[config.mk]
export PLATFORM = sky130hd
export DESIGN_NAME = byte_weighted_lru_cache
export DESIGN_NICKNAME = d
export VERILOG_FILES = /design/src/rtl/bwlru_pkg.sv /design/src/rtl/bwlru_ctrl.sv /design/src/rtl/bwlru_dp.sv /design/src/rtl/byte_weighted_lru_cache.sv
export SDC_FILE = /design/constraint.sdc
export NUM_CORES = 2
export LEC_CHECK = 0
export BUFFER_PORTS_ARGS = -buffer_cell sky130_fd_sc_hd__clkbuf_2
export CORE_ASPECT_RATIO = 0.7
export CORE_MARGIN = 5
export CORE_UTILIZATION = 40
export CTS_BUF_LIST = sky130_fd_sc_hd__clkbuf_16
export DETAILED_ROUTE_END_ITERATION = 16
export HOLD_SLACK_MARGIN = 0.08
export PLACE_DENSITY = 0.65
export SETUP_SLACK_MARGIN = 0.3
export SLEW_MARGIN = 40
export SYNTH_ARGS = -nofsm -noshare
export SYNTH_HDL_FRONTEND = slang
export SYNTH_SLANG_ARGS = --single-unit
[constraint.sdc]
create_clock -name clk -period 8.95 [get_ports clk]
set_input_delay 1.79 -clock clk [delete_from_list [all_inputs] [get_ports clk]]
set_output_delay 1.79 -clock clk [all_outputs]
set_load 0.01 [all_outputs]
[src/rtl/bwlru_pkg.sv]
// Package for the byte-weighted LRU cache: operation and status codes,
// controller command and datapath status structs. No dependencies.
`default_nettype none
package bwlru_pkg;
  localparam int unsigned ENTRY_SLOTS_DEF = 16;

  // Byte address of the capacity register on the APB port.
  localparam logic [2:0] ADDR_CAPACITY = 3'd0;

  localparam logic [2:0] OP_PUT      = 3'd0;
  localparam logic [2:0] OP_CONTAINS = 3'd1;
  localparam logic [2:0] OP_TOUCH    = 3'd2;
  localparam logic [2:0] OP_EVICT    = 3'd3;
  localparam logic [2:0] OP_CLEAR    = 3'd4;

  localparam logic [1:0] ST_INSERTED = 2'd0;
  localparam logic [1:0] ST_REFRESH  = 2'd1;
  localparam logic [1:0] ST_TOOBIG   = 2'd2;
  localparam logic [1:0] ST_DONE     = 2'd3;

  // Commands from the controller to the datapath.
  typedef struct packed {
    logic load;       // latch the input item
    logic scan_clr;   // restart a slot scan
    logic scan_step;  // examine one slot
    logic evict;      // evict the oldest slot found by the last scan
    logic refresh;    // refresh the found slot
    logic insert;     // age all and insert the new entry
    logic clear;      // empty the table
    logic done;       // present the result
    logic [1:0] status;
    logic hit_en;     // report hit from the lookup
  } bwlru_cmd_t;

  // Status from the datapath to the controller.
  typedef struct packed {
    logic scan_last;  // the current scan step is on the last slot
    logic found;      // key found by the scan
    logic any_valid;  // scan saw a valid slot
    logic full;       // all slots valid
    logic too_big;    // size exceeds capacity
    logic over_cap;   // occupied + size > capacity
    logic over_tgt;   // occupied > target
    logic [2:0] op;
  } bwlru_sts_t;
endpackage
`default_nettype wire

[src/rtl/bwlru_ctrl.sv]
// Controller state machine of the byte-weighted LRU cache.
// Depends on bwlru_pkg.
`default_nettype none
module bwlru_ctrl (
  input  wire logic                 clk,
  input  wire logic                 rst_n,
  input  wire logic                 start,
  output logic                      busy,
  input  wire bwlru_pkg::bwlru_sts_t sts,
  output bwlru_pkg::bwlru_cmd_t      cmd
);
  import bwlru_pkg::*;

  typedef enum logic [7:0] {
    S_IDLE   = 8'b00000001,
    S_LOOK   = 8'b00000010,
    S_DECIDE = 8'b00000100,
    S_SCAN   = 8'b00001000,
    S_EVICT  = 8'b00010000,
    S_FULL   = 8'b00100000,
    S_INS    = 8'b01000000,
    S_CHK    = 8'b10000000
  } state_t;

  state_t state_r, state_nxt;
  logic full_evict_r, full_evict_nxt;

  assign busy = (state_r != S_IDLE);

  always_ff @(posedge clk) begin
    if (!rst_n) begin
      state_r      <= S_IDLE;
      full_evict_r <= 1'b0;
    end else begin
      state_r      <= state_nxt;
      full_evict_r <= full_evict_nxt;
    end
  end

  // Next state and commands.
  always_comb begin
    state_nxt      = state_r;
    full_evict_nxt = full_evict_r;
    cmd            = '0;
    cmd.status     = ST_DONE;
    unique case (state_r)
      S_IDLE: begin
        if (start) begin
          cmd.load     = 1'b1;
          cmd.scan_clr = 1'b1;
          state_nxt    = S_LOOK;
        end
      end
      S_LOOK: begin
        cmd.scan_step = 1'b1;
        if (sts.scan_last) state_nxt = S_DECIDE;
      end
      S_DECIDE: begin
        cmd.scan_clr = 1'b1;
        state_nxt    = S_IDLE;
        cmd.done     = 1'b1;
        case (sts.op)
          OP_PUT: begin
            cmd.hit_en = 1'b1;
            if (sts.too_big) begin
              cmd.status = ST_TOOBIG;
            end else if (sts.found) begin
              cmd.refresh = 1'b1;
              cmd.status  = ST_REFRESH;
            end else begin
              cmd.done  = 1'b0;
              state_nxt = sts.over_cap ? S_SCAN : S_FULL;
            end
          end
          OP_CONTAINS: cmd.hit_en = 1'b1;
          OP_TOUCH: begin
            cmd.hit_en  = 1'b1;
            cmd.refresh = sts.found;
          end
          OP_EVICT: begin
            if (sts.over_tgt) begin
              cmd.done  = 1'b0;
              state_nxt = S_SCAN;
            end
          end
          OP_CLEAR: cmd.clear = 1'b1;
          default: ;
        endcase
      end
      S_SCAN: begin
        cmd.scan_step = 1'b1;
        if (sts.scan_last) state_nxt = S_EVICT;
      end
      S_EVICT: begin
        // Evict the oldest slot if one exists; occupancy settles next cycle.
        cmd.evict    = sts.any_valid;
        cmd.scan_clr = 1'b1;
        if (full_evict_r) begin
          full_evict_nxt = 1'b0;
          state_nxt      = S_INS;
        end else if (sts.any_valid) begin
          state_nxt = S_CHK;
        end else if (sts.op == OP_PUT) begin
          state_nxt = S_FULL;
        end else begin
          cmd.done  = 1'b1;
          state_nxt = S_IDLE;
        end
      end
      S_CHK: begin
        // Compare the updated occupancy against the byte limit again.
        cmd.scan_clr = 1'b1;
        if (sts.op == OP_PUT) begin
          state_nxt = sts.over_cap ? S_SCAN : S_FULL;
        end else if (sts.over_tgt) begin
          state_nxt = S_SCAN;
        end else begin
          cmd.done  = 1'b1;
          state_nxt = S_IDLE;
        end
      end
      S_FULL: begin
        cmd.scan_clr = 1'b1;
        if (sts.full) begin
          full_evict_nxt = 1'b1;
          state_nxt      = S_SCAN;
        end else begin
          state_nxt = S_INS;
        end
      end
      S_INS: begin
        cmd.insert = 1'b1;
        cmd.done   = 1'b1;
        cmd.hit_en = 1'b1;
        cmd.status = ST_INSERTED;
        state_nxt  = S_IDLE;
      end
      default: state_nxt = S_IDLE;
    endcase
  end
endmodule
`default_nettype wire

[src/rtl/bwlru_dp.sv]
// Datapath of the byte-weighted LRU cache: slot tables, scan pointer,
// occupancy counter and result registers. Depends on bwlru_pkg.
`default_nettype none
module bwlru_dp #(
  parameter int unsigned SLOTS = bwlru_pkg::ENTRY_SLOTS_DEF
) (
  input  wire logic                  clk,
  input  wire logic                  rst_n,
  input  wire logic [2:0]            in_op,
  input  wire logic [31:0]           in_key,
  input  wire logic [31:0]           in_size_bytes,
  input  wire logic [31:0]           in_target_bytes,
  input  wire logic [31:0]           capacity,
  input  wire bwlru_pkg::bwlru_cmd_t cmd,
  output bwlru_pkg::bwlru_sts_t      sts,
  output logic                       out_valid,
  output logic                       out_hit,
  output logic [1:0]                 out_status,
  output logic [31:0]                out_used_bytes,
  output logic [4:0]                 out_evicted_count
);
  import bwlru_pkg::*;

  localparam int unsigned IW = (SLOTS > 1) ? $clog2(SLOTS) : 1;
  localparam int unsigned CW = $clog2(SLOTS + 1);

  logic [2:0]  op_r;
  logic [31:0] key_r, size_r, tgt_r;
  logic [SLOTS-1:0] valid_r;
  logic [31:0] key_mem [SLOTS];
  logic [31:0] size_mem [SLOTS];
  logic [IW-1:0] age_r [SLOTS];
  logic [31:0] occ_r;
  logic [IW-1:0] ptr_r;
  logic [IW-1:0] best_r;
  logic [IW-1:0] fnd_r;
  logic best_v_r;
  logic found_r;
  logic [4:0] ev_r;
  logic [CW-1:0] cnt;
  logic [IW-1:0] free_idx;
  logic [IW-1:0] ref_age;
  logic last;

  assign last = (ptr_r == IW'(SLOTS - 1));

  // Population count and first free slot.
  always_comb begin
    cnt      = '0;
    free_idx = '0;
    for (int i = SLOTS - 1; i >= 0; i--) begin
      if (valid_r[i]) cnt = cnt + CW'(1);
      else free_idx = IW'(i);
    end
  end

  assign ref_age = age_r[fnd_r];

  assign sts.scan_last = last;
  assign sts.found     = found_r;
  assign sts.any_valid = best_v_r;
  assign sts.full      = (cnt == CW'(SLOTS));
  assign sts.too_big   = (size_r > capacity);
  assign sts.over_cap  = ({1'b0, occ_r} + {1'b0, size_r}) > {1'b0, capacity};
  assign sts.over_tgt  = (occ_r > tgt_r);
  assign sts.op        = op_r;

  // Control state: valid bits, scan, occupancy, ages.
  always_ff @(posedge clk) begin
    if (!rst_n) begin
      valid_r   <= '0;
      occ_r     <= '0;
      ptr_r     <= '0;
      best_v_r  <= 1'b0;
      found_r   <= 1'b0;
      ev_r      <= '0;
      out_valid <= 1'b0;
    end else begin
      out_valid <= cmd.done;
      if (cmd.load) ev_r <= '0;
      if (cmd.scan_clr) begin
        ptr_r    <= '0;
        best_v_r <= 1'b0;
        if (cmd.load) found_r <= 1'b0;
      end else if (cmd.scan_step) begin
        ptr_r <= last ? ptr_r : ptr_r + IW'(1);
        // The key match and the oldest valid slot are tracked side by side.
        if (valid_r[ptr_r]) begin
          if (key_mem[ptr_r] == key_r && !found_r) begin
            found_r <= 1'b1;
            fnd_r   <= ptr_r;
          end
          if (!best_v_r || age_r[ptr_r] > age_r[best_r]) begin
            best_v_r <= 1'b1;
            best_r   <= ptr_r;
          end
        end
      end
      if (cmd.evict) begin
        valid_r[best_r] <= 1'b0;
        occ_r <= occ_r - size_mem[best_r];
        if (ev_r != 5'd31) ev_r <= ev_r + 5'd1;
      end
      if (cmd.refresh) begin
        for (int i = 0; i < SLOTS; i++)
          if (valid_r[i] && age_r[i] < ref_age) age_r[i] <= age_r[i] + IW'(1);
        age_r[fnd_r] <= '0;
      end
      if (cmd.insert) begin
        for (int i = 0; i < SLOTS; i++)
          if (valid_r[i]) age_r[i] <= age_r[i] + IW'(1);
        valid_r[free_idx] <= 1'b1;
        age_r[free_idx]   <= '0;
        occ_r <= occ_r + size_r;
      end
      if (cmd.clear) begin
        valid_r <= '0;
        occ_r   <= '0;
        // The count saturates at the width of the result field.
        ev_r    <= (32'(cnt) > 32'd31) ? 5'd31 : 5'(cnt);
      end
    end
  end

  // Input latch and entry payload stores.
  always_ff @(posedge clk) begin
    if (cmd.load) begin
      op_r  <= in_op;
      key_r <= in_key;
      size_r <= in_size_bytes;
      tgt_r <= in_target_bytes;
    end
    if (cmd.insert) begin
      key_mem[free_idx]  <= key_r;
      size_mem[free_idx] <= size_r;
    end
  end

  // Result registers, valid in the cycle after done.
  always_ff @(posedge clk) begin
    if (cmd.done) begin
      out_hit    <= cmd.hit_en & found_r;
      out_status <= cmd.status;
    end
  end

  assign out_used_bytes    = occ_r;
  assign out_evicted_count = ev_r;
endmodule
`default_nettype wire

[src/rtl/byte_weighted_lru_cache.sv]
// Top level of the byte-weighted LRU cache: APB register, controller and
// datapath. Depends on bwlru_pkg, bwlru_ctrl and bwlru_dp.
//
// Usage: drive in_op, in_key, in_size_bytes and in_target_bytes with
// start high while busy is low; the item is taken at that edge. Each item
// gives one result, shown on the out_ ports for one cycle with out_valid
// high. A lookup scan walks the slots one per cycle and a decide state
// follows; each eviction takes a further scan and an evict state, then a
// recheck state, except the eviction that frees a slot for an insert.
// A put that inserts passes a full-slot check and an insert state after
// its evictions, with a further eviction first when every slot is taken.
// busy drops in the cycle the result shows, so the next item may be taken
// then. The slot scan sets the rate; one item is in work at a time.
// The receiver cannot stall: the result must be taken when it shows.
// capacity_bytes lies at address 0 of the APB port, written while idle.
// Synchronous reset empties the table and clears capacity to zero.
`default_nettype none
module byte_weighted_lru_cache #(
  parameter int unsigned ENTRY_SLOTS = bwlru_pkg::ENTRY_SLOTS_DEF
) (
  input  wire logic        clk,
  input  wire logic        rst_n,
  input  wire logic        start,
  output logic             busy,
  input  wire logic [2:0]  in_op,
  input  wire logic [31:0] in_key,
  input  wire logic [31:0] in_size_bytes,
  input  wire logic [31:0] in_target_bytes,
  output logic             out_valid,
  output logic             out_hit,
  output logic [1:0]       out_status,
  output logic [31:0]      out_used_bytes,
  output logic [4:0]       out_evicted_count,
  input  wire logic        psel,
  input  wire logic        penable,
  input  wire logic        pwrite,
  input  wire logic [2:0]  paddr,
  input  wire logic [31:0] pwdata,
  output logic [31:0]      prdata,
  output logic             pready
);
  import bwlru_pkg::*;

  logic [31:0] cap_r;
  bwlru_cmd_t cmd;
  bwlru_sts_t sts;

  assign pready = 1'b1;
  assign prdata = (paddr == ADDR_CAPACITY) ? cap_r : 32'd0;

  // Capacity register.
  always_ff @(posedge clk) begin
    if (!rst_n) begin
      cap_r <= '0;
    end else if (psel && penable && pwrite && paddr == ADDR_CAPACITY) begin
      cap_r <= pwdata;
    end
  end

  bwlru_ctrl u_ctrl (
    .clk(clk), .rst_n(rst_n), .start(start), .busy(busy), .sts(sts), .cmd(cmd)
  );

  bwlru_dp #(.SLOTS(ENTRY_SLOTS)) u_dp (
    .clk(clk), .rst_n(rst_n), .in_op(in_op), .in_key(in_key),
    .in_size_bytes(in_size_bytes), .in_target_bytes(in_target_bytes),
    .capacity(cap_r), .cmd(cmd), .sts(sts), .out_valid(out_valid),
    .out_hit(out_hit), .out_status(out_status), .out_used_bytes(out_used_bytes),
    .out_evicted_count(out_evicted_count)
  );
endmodule
`default_nettype wire

==> flow_summary.ini <==
[grt]
grt_max_degree = 105
antenna_found_initial = 3
grt_pass1_vias = 34800
grt_pass1_wl_mm = 227
grt_overflow = 0
grtUsageTotal_pct = 18.8

[sta]
period_minus_slack_ps = 8470
slew_viol_final = 0
period_share_pct = 94.6
max_freq_mhz = 118
slew_headroom_pct = 39.5
hold_viol = 0
worst-slew-pin-transition_ps = 900
rsz0062_at_grt = yes
clock-skew-final_ps = 61.8
finalSetupViolations = 0

[critical_path]
path_class = reg2reg
cp.arrival_ps = 9130
crit_slowest_cell = or3_4
cp_top_family = adder cells
worstPathMaxFanout = 3
slowest_delay_ps = 420
required_ps = 9610
crit_buf_inv = 3
r2r_start = u_dp.valid_r[14]$_SDFF_PP0_
path_depth = 47
cp-startpoint = u_dp.valid_r[14]$_SDFF_PP0_
worst_r2r_path_depth = 47
crit_top_cell = ha_1
critPathCaptureType = flop
start_kind = flop

[cts]
cts_made_buffers = 120
cts_buffer_depth = 3
clk_latency_ps = 770
clock_sinks = 1311
clkTransAtPathRegs_ps = 70
h-tree-depth = 3
tritoncts = built
root_buffer = clkbuf_16

[layout]
final_common_cell = edfxtp_1
finalNetCount = 4573
layout_common_cells = 1,134 x edfxtp_1, 379 x mux4_2, 247 x nand2_1, 242 x a21oi_1, 240 x ha_1
fillCellCount = 13000
final-instance-count-excl-fill = 6288
drive_gt1_share_pct = 22.8
fin_util_pct = 45.6
synthToLayoutAreaGrowth_pct = 13.3

[logic_synthesis]
yosys_warnings = 0
ys.flop_type = edfxtp_1
synth_cell_type_count = 83
postSynth.asyncResetShare_pct = 0
synth-edff-count = 1134
syn-num-nets = 4299
syn_area_mm2 = 0.0605
synthCells = 3909
ys_ff_latch = 1311
avgSynthCellArea_um2 = 15.5
seq_area_frac_synth_pct = 62.1

[route]
via_per_inst = 5.67
drc_errors = 0
via_count = 35700
drtPass1Iterations = 6
wirelength_mm = 153
drtAntennaViolNets = 0
routedWlPerCell_um = 24.3
detail_route.iter0.violations = 3809

[placed_design]
dpl.hpwl_mm = 93.3
portBuffers = 213
dp_cells = 6032
gp_congestion = 0.901

[status]
status = finished clean

[floorplanning]
num_rows = 119
die_x_um = 475
fp.coreArea_mm2 = 0.150
die_y_um = 335
start_util_pct = 40.2
die-area_mm2 = 0.159
io-pin-count = 215

[power_and_ir_drop]
leakagePower_nw = 23.2
power_density_mw_per_mm2 = 180
peakVddDrop_uv = 185
totalPowerFinal_mw = 12.4

[min_path]
worstHoldPathCells = 2
hold_path_class = reg2reg
worstHoldStart = cap_r[17]$_SDFFE_PN0P_

[flow_run]
maxCapViolCount = 0
what timing repair did:
item,CTS,global route
resized for setup,13,30
pin swaps,6,16
hold buffers,0,0
endpoints found under the setup margin,6,6
setup buffers,9,12
path summary, 6_finish.rpt:
| path | endpoint | slack (ps) |
|---|---|---|
| worst min-delay path | cap_r[17]$_SDFFE_PN0P_ | 470 |
| worst min register to register | cap_r[17]$_SDFFE_PN0P_ | 470 |
| worst max register to register | u_ctrl.state_r[3]$_SDFFE_PN0P_ | 480 |
| worst max-delay path | u_ctrl.state_r[3]$_SDFFE_PN0P_ | 480 |
logic make-up after synthesis:
kind of cell	share of synthesized area [%]
multiplexers	14.9
buffers and inverters	2.00
AND/OR/NAND/NOR	6.93
AO/OA/AOI/OAI	6.14
adder cells (fa/ha/maj)	5.19
flip-flops	62.1
other	0.00620
XOR/XNOR	2.71
flip-flops by register name, indices dropped and copies added (netlist names), 2 cells and up, named ones only:
signal and cells:
cap_r 32, u_ctrl.state_r 8, u_dp.age_r 64, u_dp.best_r 4
u_dp.fnd_r 4, u_dp.key_mem 512, u_dp.key_r 32, u_dp.op_r 3
u_dp.out_evicted_count 5, u_dp.out_status 2, u_dp.out_used_bytes 32, u_dp.ptr_r 4
u_dp.size_mem 512, u_dp.size_r 32, u_dp.tgt_r 32, u_dp.valid_r 16
cells in the mapped netlist (46+ instances only):
| cell | number | area, µm² |
|---|---|---|
| edfxtp_1 | 1134 | 34100 |
| mux4_2 | 379 | 8540 |
| nand2_1 | 251 | 942 |
| ha_1 | 248 | 3100 |
| a21oi_1 | 243 | 1220 |
| dfxtp_1 | 177 | 3540 |
| nor2_1 | 161 | 604 |
| inv_1 | 143 | 537 |
| o21ai_0 | 122 | 611 |
| xnor2_1 | 120 | 1050 |
| clkbuf_1 | 103 | 387 |
| nand2b_1 | 63 | 394 |
| a21o_1 | 58 | 435 |
| nand3_1 | 57 | 285 |
| xor2_1 | 49 | 429 |
| and2_1 | 46 | 288 |
routing by layer:
layer | share of wire (%) | wire length (µm) | global-route usage (%)
met5 | 0 | 0 | 0
met4 | 1.8 | 2820 | 4.09
met3 | 7.6 | 11600 | 3.23
met2 | 46 | 70400 | 29.4
met1 | 44 | 67900 | 27.8
worst min-delay path: stages, from the launching register on:
cell and delay (ps):
dfxtp_1 320, nand2_1 50, a21oi_1 50
area by class of cell:
type                       count  area [µm²]  area share [%]
timing repair buffer         311        1890            2.76
clock inverter               107         930            1.36
clock buffer                 121        3030            4.42
sequential                  1311       37600            54.9
inverter                     146         593           0.865
tap                         1996        2500            3.64
multi-input combinational   2293       22000            32.1
antenna                        3        7.51          0.0109
stage by stage:
step / TNS [ps] / instance area (µm²) / worst slack (ps) / hold slack, ps
floorplan: 0 / 60500 / 372 / 424
global placement: 0 / 64100 / 1.87 / 458
detailed placement: -441 / 64100 / -231 / 460
CTS: 0 / 68200 / 325 / 468
global route: 0 / 68600 / 108 / 494
finish: 0 / 68600 / 481 / 466
power breakdown:
| part | total (mW) | internal (mW) | switching (mW) |
|---|---|---|---|
| Combinational | 0.342 | 0.132 | 0.210 |
| Clock | 5.18 | 2.84 | 2.34 |
| Sequential | 6.84 | 6.73 | 0.112 |
Power figures use the tool's default switching activity.
